===== src/rtl/core/qpc_pkg.sv =====
// Package for the quadrature position counter: command and register codes,
// counting modes, field widths and reset values. No dependencies.
`timescale 1ns / 1ps

package qpc_pkg;

    localparam int unsigned NUM_CHANNELS_DEFAULT = 6;
    localparam int unsigned COUNT_WIDTH_DEFAULT = 32;

    localparam int unsigned CHANNEL_WIDTH = 3;
    localparam int unsigned POSITION_WIDTH = 32;
    localparam int unsigned MODES_WIDTH = 12;
    localparam int unsigned DELTA_WIDTH = 8;
    localparam int unsigned ENABLE_WIDTH = 6;
    localparam int unsigned CFG_DATA_WIDTH = 12;
    localparam int unsigned CFG_INDEX_WIDTH = 2;

    localparam logic [MODES_WIDTH-1:0] MODES_RESET = 12'd2640;
    localparam logic signed [DELTA_WIDTH-1:0] DELTA_RESET = 8'sd1;
    localparam logic [ENABLE_WIDTH-1:0] ENABLE_RESET = 6'd63;

    typedef enum logic [1:0] {
        CMD_EDGE  = 2'd0,
        CMD_CLEAR = 2'd1,
        CMD_READ  = 2'd2
    } cmd_t;

    typedef enum logic [CFG_INDEX_WIDTH-1:0] {
        REG_CHANNEL_MODES  = 2'd0,
        REG_TICK_DELTA     = 2'd1,
        REG_CHANNEL_ENABLE = 2'd2
    } cfg_reg_t;

    localparam logic [1:0] MODE_RISING = 2'd0;
    localparam logic [1:0] MODE_LATCHED = 2'd1;
    localparam logic [1:0] MODE_BOTH = 2'd2;

endpackage


===== src/rtl/core/quadrature_position_counter_top.sv =====
// Top level of the quadrature position counter: per-channel counters, B latches,
// configuration registers and a two-entry result buffer. Depends on qpc_pkg.
//
//   Channel   Direction  Handshake            Payload
//   s_        in         s_valid / s_ready    s_command, s_channel, s_a_level, s_b_level
//   m_        out        m_valid / m_ready    m_position
//   cfg_      in         cfg_wr_en            cfg_index, cfg_wdata
//
// Each request is decoded and applied to its channel's count in the cycle it is
// accepted; its result is registered into m_position, or into the skid entry on a stall.
// One request per cycle while s_ready is high; the limit is one add/subtract per count.
// The two-entry result buffer holds s_ready high until a stall fills the skid entry.
// Reset clears all counts, latches and the result buffer and loads the register defaults.
`timescale 1ns / 1ps

module quadrature_position_counter_top #(
    parameter int unsigned NUM_CHANNELS = qpc_pkg::NUM_CHANNELS_DEFAULT,
    parameter int unsigned COUNT_WIDTH = qpc_pkg::COUNT_WIDTH_DEFAULT
) (
    input  logic                                     aclk,
    input  logic                                     aresetn,
    input  logic                                     s_valid,
    output logic                                     s_ready,
    input  logic [1:0]                               s_command,
    input  logic [qpc_pkg::CHANNEL_WIDTH-1:0]        s_channel,
    input  logic                                     s_a_level,
    input  logic                                     s_b_level,
    output logic                                     m_valid,
    input  logic                                     m_ready,
    output logic signed [qpc_pkg::POSITION_WIDTH-1:0] m_position,
    input  logic                                     cfg_wr_en,
    input  logic [qpc_pkg::CFG_INDEX_WIDTH-1:0]      cfg_index,
    input  logic [qpc_pkg::CFG_DATA_WIDTH-1:0]       cfg_wdata
);

    localparam int unsigned CH_IDX_WIDTH = (NUM_CHANNELS > 1) ? $clog2(NUM_CHANNELS) : 1;
    localparam int unsigned CMP_WIDTH = 5;

    logic [qpc_pkg::MODES_WIDTH-1:0]         channel_modes_reg;
    logic signed [qpc_pkg::DELTA_WIDTH-1:0]  tick_delta_reg;
    logic [qpc_pkg::ENABLE_WIDTH-1:0]        channel_enable_reg;

    logic [COUNT_WIDTH-1:0]                  count_reg [NUM_CHANNELS];
    logic [NUM_CHANNELS-1:0]                 latched_b_reg;

    logic                                    m_valid_reg;
    logic [qpc_pkg::POSITION_WIDTH-1:0]      m_position_reg;
    logic                                    skid_valid_reg;
    logic [qpc_pkg::POSITION_WIDTH-1:0]      skid_position_reg;

    logic                                    s_accept;
    logic                                    ch_ok;
    logic [CH_IDX_WIDTH-1:0]                 ch_idx;
    logic [1:0]                              mode;
    logic                                    enabled;
    logic [COUNT_WIDTH-1:0]                  delta_ext;
    logic [COUNT_WIDTH-1:0]                  cur_count;
    logic                                    cur_latch;
    logic                                    count_up;
    logic                                    count_down;
    logic                                    latch_write;
    logic                                    clear_count;
    logic [COUNT_WIDTH-1:0]                  count_next;
    logic [qpc_pkg::POSITION_WIDTH-1:0]      result_position;

    assign s_ready = !skid_valid_reg;
    assign s_accept = s_valid && s_ready;
    assign m_valid = m_valid_reg;
    assign m_position = m_position_reg;

    assign ch_ok = CMP_WIDTH'(s_channel) < CMP_WIDTH'(NUM_CHANNELS);
    assign ch_idx = CH_IDX_WIDTH'(s_channel);
    assign mode = 2'(channel_modes_reg >> {s_channel, 1'b0});
    assign enabled = 1'(channel_enable_reg >> s_channel);
    assign delta_ext = COUNT_WIDTH'(tick_delta_reg);
    assign cur_count = count_reg[ch_idx];
    assign cur_latch = latched_b_reg[ch_idx];

    // Decode the request into a count step, a latch write or a clear.
    always_comb begin
        count_up = 1'b0;
        count_down = 1'b0;
        latch_write = 1'b0;
        clear_count = 1'b0;
        unique case (s_command)
            qpc_pkg::CMD_EDGE: begin
                if (enabled) begin
                    if (s_a_level) begin
                        if ((mode != qpc_pkg::MODE_LATCHED) || (cur_latch != s_b_level)) begin
                            count_up = s_b_level;
                            count_down = !s_b_level;
                        end
                    end else if (mode == qpc_pkg::MODE_LATCHED) begin
                        latch_write = 1'b1;
                    end else if (mode == qpc_pkg::MODE_BOTH) begin
                        count_up = !s_b_level;
                        count_down = s_b_level;
                    end
                end
            end
            qpc_pkg::CMD_CLEAR: begin
                clear_count = 1'b1;
            end
            default: begin
            end
        endcase
    end

    always_comb begin
        priority if (clear_count) begin
            count_next = '0;
        end else if (count_up) begin
            count_next = cur_count + delta_ext;
        end else if (count_down) begin
            count_next = cur_count - delta_ext;
        end else begin
            count_next = cur_count;
        end
    end

    assign result_position = ch_ok ? qpc_pkg::POSITION_WIDTH'($signed(count_next)) : '0;

    always_ff @(posedge aclk) begin
        if (!aresetn) begin
            channel_modes_reg <= qpc_pkg::MODES_RESET;
            tick_delta_reg <= qpc_pkg::DELTA_RESET;
            channel_enable_reg <= qpc_pkg::ENABLE_RESET;
        end else if (cfg_wr_en) begin
            unique case (cfg_index)
                qpc_pkg::REG_CHANNEL_MODES: begin
                    channel_modes_reg <= cfg_wdata[qpc_pkg::MODES_WIDTH-1:0];
                end
                qpc_pkg::REG_TICK_DELTA: begin
                    tick_delta_reg <= cfg_wdata[qpc_pkg::DELTA_WIDTH-1:0];
                end
                qpc_pkg::REG_CHANNEL_ENABLE: begin
                    channel_enable_reg <= cfg_wdata[qpc_pkg::ENABLE_WIDTH-1:0];
                end
                default: begin
                end
            endcase
        end
    end

    always_ff @(posedge aclk) begin
        if (!aresetn) begin
            for (int i = 0; i < NUM_CHANNELS; i++) begin
                count_reg[i] <= '0;
            end
            latched_b_reg <= '0;
        end else if (s_accept && ch_ok) begin
            count_reg[ch_idx] <= count_next;
            if (latch_write) begin
                latched_b_reg[ch_idx] <= s_b_level;
            end
        end
    end

    // Result buffer: the main register feeds m_position, the skid entry
    // catches a result that arrives while the main register is stalled.
    always_ff @(posedge aclk) begin
        if (!aresetn) begin
            m_valid_reg <= 1'b0;
            skid_valid_reg <= 1'b0;
        end else if (!m_valid_reg || m_ready) begin
            if (skid_valid_reg) begin
                m_valid_reg <= 1'b1;
                m_position_reg <= skid_position_reg;
                skid_valid_reg <= 1'b0;
            end else begin
                m_valid_reg <= s_accept;
                if (s_accept) begin
                    m_position_reg <= result_position;
                end
            end
        end else if (s_accept) begin
            skid_valid_reg <= 1'b1;
            skid_position_reg <= result_position;
        end
    end

    a_skid_implies_main: assert property (@(posedge aclk) disable iff (!aresetn)
        skid_valid_reg |-> m_valid_reg)
        else $error("Skid entry holds a result while the main register is empty.");

    a_accept_gives_result: assert property (@(posedge aclk) disable iff (!aresetn)
        s_accept |=> m_valid_reg)
        else $error("Accepted request left no result in the output register.");

    a_clear_zeroes_count: assert property (@(posedge aclk) disable iff (!aresetn)
        (s_accept && ch_ok && (s_command == qpc_pkg::CMD_CLEAR))
            |=> (count_reg[$past(ch_idx)] == '0))
        else $error("Clear request did not zero the channel count.");

    a_latch_only_on_edge: assert property (@(posedge aclk) disable iff (!aresetn)
        (!s_accept || (s_command != qpc_pkg::CMD_EDGE)) |=> $stable(latched_b_reg))
        else $error("B latch changed without an accepted edge request.");

endmodule

===== config.mk =====
export PLATFORM = sky130hd
export DESIGN_NAME = quadrature_position_counter_top
export DESIGN_NICKNAME = d
export VERILOG_FILES = /design/src/rtl/core/qpc_pkg.sv /design/src/rtl/core/quadrature_position_counter_top.sv
export SDC_FILE = /design/constraint.sdc
export NUM_CORES = 1
export LEC_CHECK = 0
export ABC_AREA = 1
export CELL_PAD_IN_SITES_DETAIL_PLACEMENT = 0
export CELL_PAD_IN_SITES_GLOBAL_PLACEMENT = 1
export CORE_UTILIZATION = 41
export DETAILED_ROUTE_END_ITERATION = 16
export DONT_BUFFER_PORTS = 1
export GPL_TIMING_DRIVEN = 0
export PLACE_DENSITY = 0.77
export SYNTH_ARGS = -nofsm -noshare
export SYNTH_HDL_FRONTEND = slang
export SYNTH_SLANG_ARGS = --single-unit

===== constraint.sdc =====
create_clock -name aclk -period 5.6 [get_ports aclk]
set_input_delay 0.84 -clock aclk [delete_from_list [all_inputs] [get_ports aclk]]
set_output_delay 0.84 -clock aclk [all_outputs]
set_load 0.01 [all_outputs]

Word level (Yosys, flattened, before mapping)
Memories as Yosys holds them, arrays and structs flattened.
Cells that the tools add are included.
{"block": "word_totals", "regBits": 98, "mem_bits_rw": 192, "inputBits": 26, "out_inout_bits": 34, "word_cells": 80, "memories": 1}
{"name": "count_reg", "depth": 6, "width": 32, "read_ports": 1, "rd_clocked_by_memory_dff": 0, "write_ports": 6, "line": "quadrature_position_counter_top.sv:43", "rtl": "logic [COUNT_WIDTH-1:0] count_reg [NUM_CHANNELS];"}
{"block": "classes", "n_addsub": 2, "n_lt_le_gt_ge": 3, "eq_ne": 7, "shift": 2, "muxes": 36, "n_bitwise": 2, "n_reduce_logical": 19}
{"op": "$mux W32", "n": 7}
{"op": "$add A32 B32 Y32", "n": 1}
{"op": "$reduce_or A32 Y1", "n": 1}
{"op": "$sub A32 B32 Y32", "n": 1}
{"op": "$mux W1", "n": 25}
{"op": "$shr A12 B4 Y2", "n": 1}
{"op": "$reduce_and A2 Y1", "n": 4}
{"op": "$bwmux W6", "n": 1}
{"op": "$eq A2 B1 Y1 const B", "n": 3}
{"op": "$reduce_and A3 Y1", "n": 2}
{"op": "$shr A6 B3 Y1", "n": 1}
{"op": "$eq A2 B2 Y1 const B", "n": 2}
{"op": "$logic_not A2 Y1", "n": 2}
{"op": "$lt A3 B4 Y1 const B", "n": 1}
{"op": "$bmux W1 S3", "n": 1}
{"op": "$demux W1 S3", "n": 1}
{"op": "$ge A3 B1 Y1 const B", "n": 1}
{"op": "$logic_and A1 B1 Y1", "n": 3}
{"op": "$logic_not A1 Y1", "n": 3}
{"op": "$lt A3 B3 Y1 const B", "n": 1}
{"op": "$mux W3", "n": 1}
{"op": "$logic_or A1 B1 Y1", "n": 2}
{"op": "$ne A2 B1 Y1 const B", "n": 1}
{"op": "$not A1 Y1", "n": 2}
{"op": "3 further kinds", "n": 3}

Longest topological paths before layout
{"block": "logic_depth", "depth_word": 14, "depth_mapped": 27, "mapped_depth_nobuf": 24}

Worst setup path before layout
OpenSTA, ideal clock, no wires.
{"block": "synth_path", "path_type": "input to register", "startpoint": "input port s_channel[2] (netlist name)", "endpoint": "memory count_reg[5][0] (netlist name) (enable)", "setup_time_ps": 466, "arrival_time_ps": 3889, "required_ps": 5134, "slack_ps": 1246, "cell_stages": 6, "n_path_buf": 2, "path_cell_list": "buf_2 -> inv_4 -> nor3_2 -> buf_2 -> inv_1 -> o21ai_0"}
{"element": "from (decl)", "line": "quadrature_position_counter_top.sv:25", "rtl": "input logic [qpc_pkg::CHANNEL_WIDTH-1:0] s_channel,"}
{"element": "to (decl)", "line": "quadrature_position_counter_top.sv:43"}

==> results.txt <==
Die Width: 222 um
Sink Count: 354
P per Cell Area: 314 nW/um^2
Post-synthesis compound-gate area fraction: 7.76%
Max reg flops: 256
Mean Syn Cell Area: 8.39 sq um
Hold WS: 0.384 ns
Largest delay contributor family on the critical path: simple AND/OR/NAND/NOR gates
Core area: 47600 sq um
Peak VDD IR: 0.185 mV
Via count: 16800
DRT Pass-1 Iters: 8
Vias/cell: 5.42
Worst-path clk slew: 0.06 ns
Final Critical Period: 5.30 ns
DRT antenna net count: 0
First-pass GRT wire length: 99400 um
Filler cells: 4661
Worst Tran Pin Value: 1.19 ns
Slowest-stage cell, CP: nor3_2
Die height: 222 um
Detailed placement HPWL: 51800 um
CTS tree: done
Crit path max fanout: 10
Crit start category: primary input
Leakage: 9.64 nW
Pin count of the biggest net entering global routing: 33
Root Driver: clkbuf_16
Number of enable flip-flop cells after synthesis: 320
All-Layer GR Usage: 27.5%
Post-Syn Instances: 2354
Yosys warnings: 0
Outcome: complete, no violations
Cell Rows: 80
Synth unique cells: 54
CP peak stage delay: 0.71 ns
Placer congestion estimate: 0.993
CTS Buffer Depth: 3
Final instance area: 22200 sq um
Drt total wl: 68000 um
P&R area growth vs syn: 12.5%
Skew-Pair Late Insertion Delay: 0.57 ns
Total die area: 49100 sq um
H-Tree Depth: 2
Seq/Total Area, Yosys: 52.1%
Mux contribution to synthesized area: 0%
Worst reg2reg setup slack: 0.53 ns
Final #Nets: 2567
Area occupied by multi-input gates: 8450 sq um
Ys flop type: edfxtp_1
Vias in the first global route: 16000
Buffers & Inverters on Critical Path: 7
Main combinational cell family by area after synthesis: simple AND/OR/NAND/NOR gates
Initial antenna violation count: 0
Ant diodes: 0
Critical path class: in -> reg
Synth Area in XOR/XNOR: 1.42%
Pins Over Slew Limit: 0
TritonCTS Buffers: 40
Top achievable clock speed: 189 MHz
Final Cycle Share: 94.6%
Unrepaired setup endpoints after global routing: no
Worst hold path type: in -> reg
Skew final: 0.0174 ns
Max_slew headroom: 20.5%
Max Cap Viol: 0
Critical Path Sink Type: flop
DR iter-0 viols: 1875
Starting density of the core: 41.5%
Layout cells sized above 1: 6.37%
Routed len/inst: 21.9 um
Endpoints failing setup: 0
CP required: 5.99 ns
Total congestion overflow: 0
CP dominant cell by count: nand2_1
Post-Synth Simple-Gate Area: 27.3%
CP cell instances: buf_4 -> buf_2 -> nor3_2 -> clkbuf_1 -> nand2_1 -> o2111ai_1 -> a211oi_1 -> inv_1 -> ha_1 -> clkbuf_1 -> inv_1 -> nand2_1 -> nor2_1 -> inv_1 -> nor2_1 -> a21oi_1 -> nand3_1 -> nand2_1 -> nand2_1 -> nand3_1 -> nor2_1
Netlist Area Pre-Place: 19800 sq um
Post-Synth Adder-Cell Area: 4.70%
Placed Instance Area: 20900 sq um
Most common library cell in the layout ignoring fill and taps: nand2_1
Fin. Hold Viols: 0
Seq. cell area: 10300 sq um
Asr flop ratio synth: 0%
Boundary Pins: 60
Total Power: 6.99 mW
DR DRC count: 0
Critical path data arrival time: 5.69 ns
#FFs+latches synth: 354
Commonest non-fill, non-tap cells in the layout: 627 x nand2_1, 405 x nor2_1, 320 x edfxtp_1
Hold_buf cts: 0
# port buffers: 0
==> timing repair <==
| action | CTS | global route |
|---|---|---|
| gates resized for setup | 1 | 16 |
| setup endpoints to repair | 3 | 145 |
| setup buffers | 0 | 4 |
| pin swaps | 0 | 1 |
==> through the flow <==
| stage | instances | TNS (ns) | utilization, % | setup slack, ns |
|---|---|---|---|---|
| 2_1_floorplan | 2417 | 0 | - | 1.25 |
| 5_1_grt | 3111 | 0 | 46.7 | 0.0148 |
| 6_report | 3111 | 0 | 46.7 | 0.303 |
| 3_3_place_gp | 3032 | -135.80 | 43.6 | -1.95 |
| 4_1_cts | 3107 | 0 | 46.5 | 0.0547 |
| 3_5_place_dp | 3038 | -56.91 | 44.0 | -0.615 |
==> final timing paths <==
| check | cells after the start | from | endpoint |
|---|---|---|---|
| worst max register to register | 16 | tick_delta_reg[7] | count_reg[7][31] |
| worst min-delay path | 2 | cfg_wdata[4] | channel_enable_reg[4] |
| worst min register to register | 2 | channel_modes_reg[11] | channel_modes_reg[11] |
| worst max-delay path | 21 | s_channel[0] | count_reg[7][31] |
==> worst reg2reg max path, delay by kind of cell (launching register included) <==
kind	cells	cell delay [ns]
compound gates	2	0.47
fa+ha+maj	1	0.60
buf+inv	3	1.44
flops	1	1.07
simple gates	10	1.31
==> power breakdown <==
part	leakage, nW	internal [mW]	switching (mW)	total, mW
combinational	5.51	0.361	1.05	1.41
clock	0.594	1.41	1.10	2.51
sequential	3.53	3.02	0.0479	3.07
==> logic make-up (layout without fill, tap and decap cells) <==
kind of cell,Yosys count,in the layout
AND/OR/NAND/NOR,1297,1297
flip-flops,354,354
buffers and inverters,335,414
AO/OA/AOI/OAI,262,262
adder cells (fa/ha/maj),73,73
XOR/XNOR,32,32
other,1,64
==> per-layer routing <==
metal,GRT usage (%),vias to the layer above,wire [um]
li1,-,7955,-
met1,36.2,7988,28400
met2,44.8,764,31700
met3,3.64,142,5000
met4,13.6,0,2970
met5,0,-,0
==> final cells by class <==
cell class / count / area share [%]
clock buffers: 44 / 4.57
multi-input cells: 1728 / 38.0
plain buffers: 90 / 1.84
repair buffers: 10 / 0.777
flip-flops and latches: 354 / 46.3
inverters: 244 / 4.17
well taps: 615 / 3.46
clock inverters: 26 / 0.923
==> synth_stat cells (all sizes together), types with 2 or more instances <==
library cell  number  share of area (%)
nand2            646                 13
buf               33               0.96
or2                6               0.19
edfxtp           320                 49
xor2              30                1.3
dfxtp             34                3.4
nand3b             5               0.19
o21bai            13               0.49
o211ai             7               0.27
clkinv             3              0.057
a21o               2              0.076
a22oi             10               0.38
clkbuf            58                1.1
nand3            133                3.4
a31oi              2              0.063
o21ai            104                2.7
inv              241                4.6
a22o               9               0.40
nor2             421                8.2
and3               2              0.063
nor4               5               0.16
xnor2              2              0.089
a21oi             88                2.2
o2111ai            4               0.18
a221oi            13               0.58
fa                 2               0.20
ha                71                4.5
nand4             63                2.0
o21a               4               0.19
a211oi             3               0.11
nor3              14               0.41
Note: power is estimated with default switching activity, not from simulation.
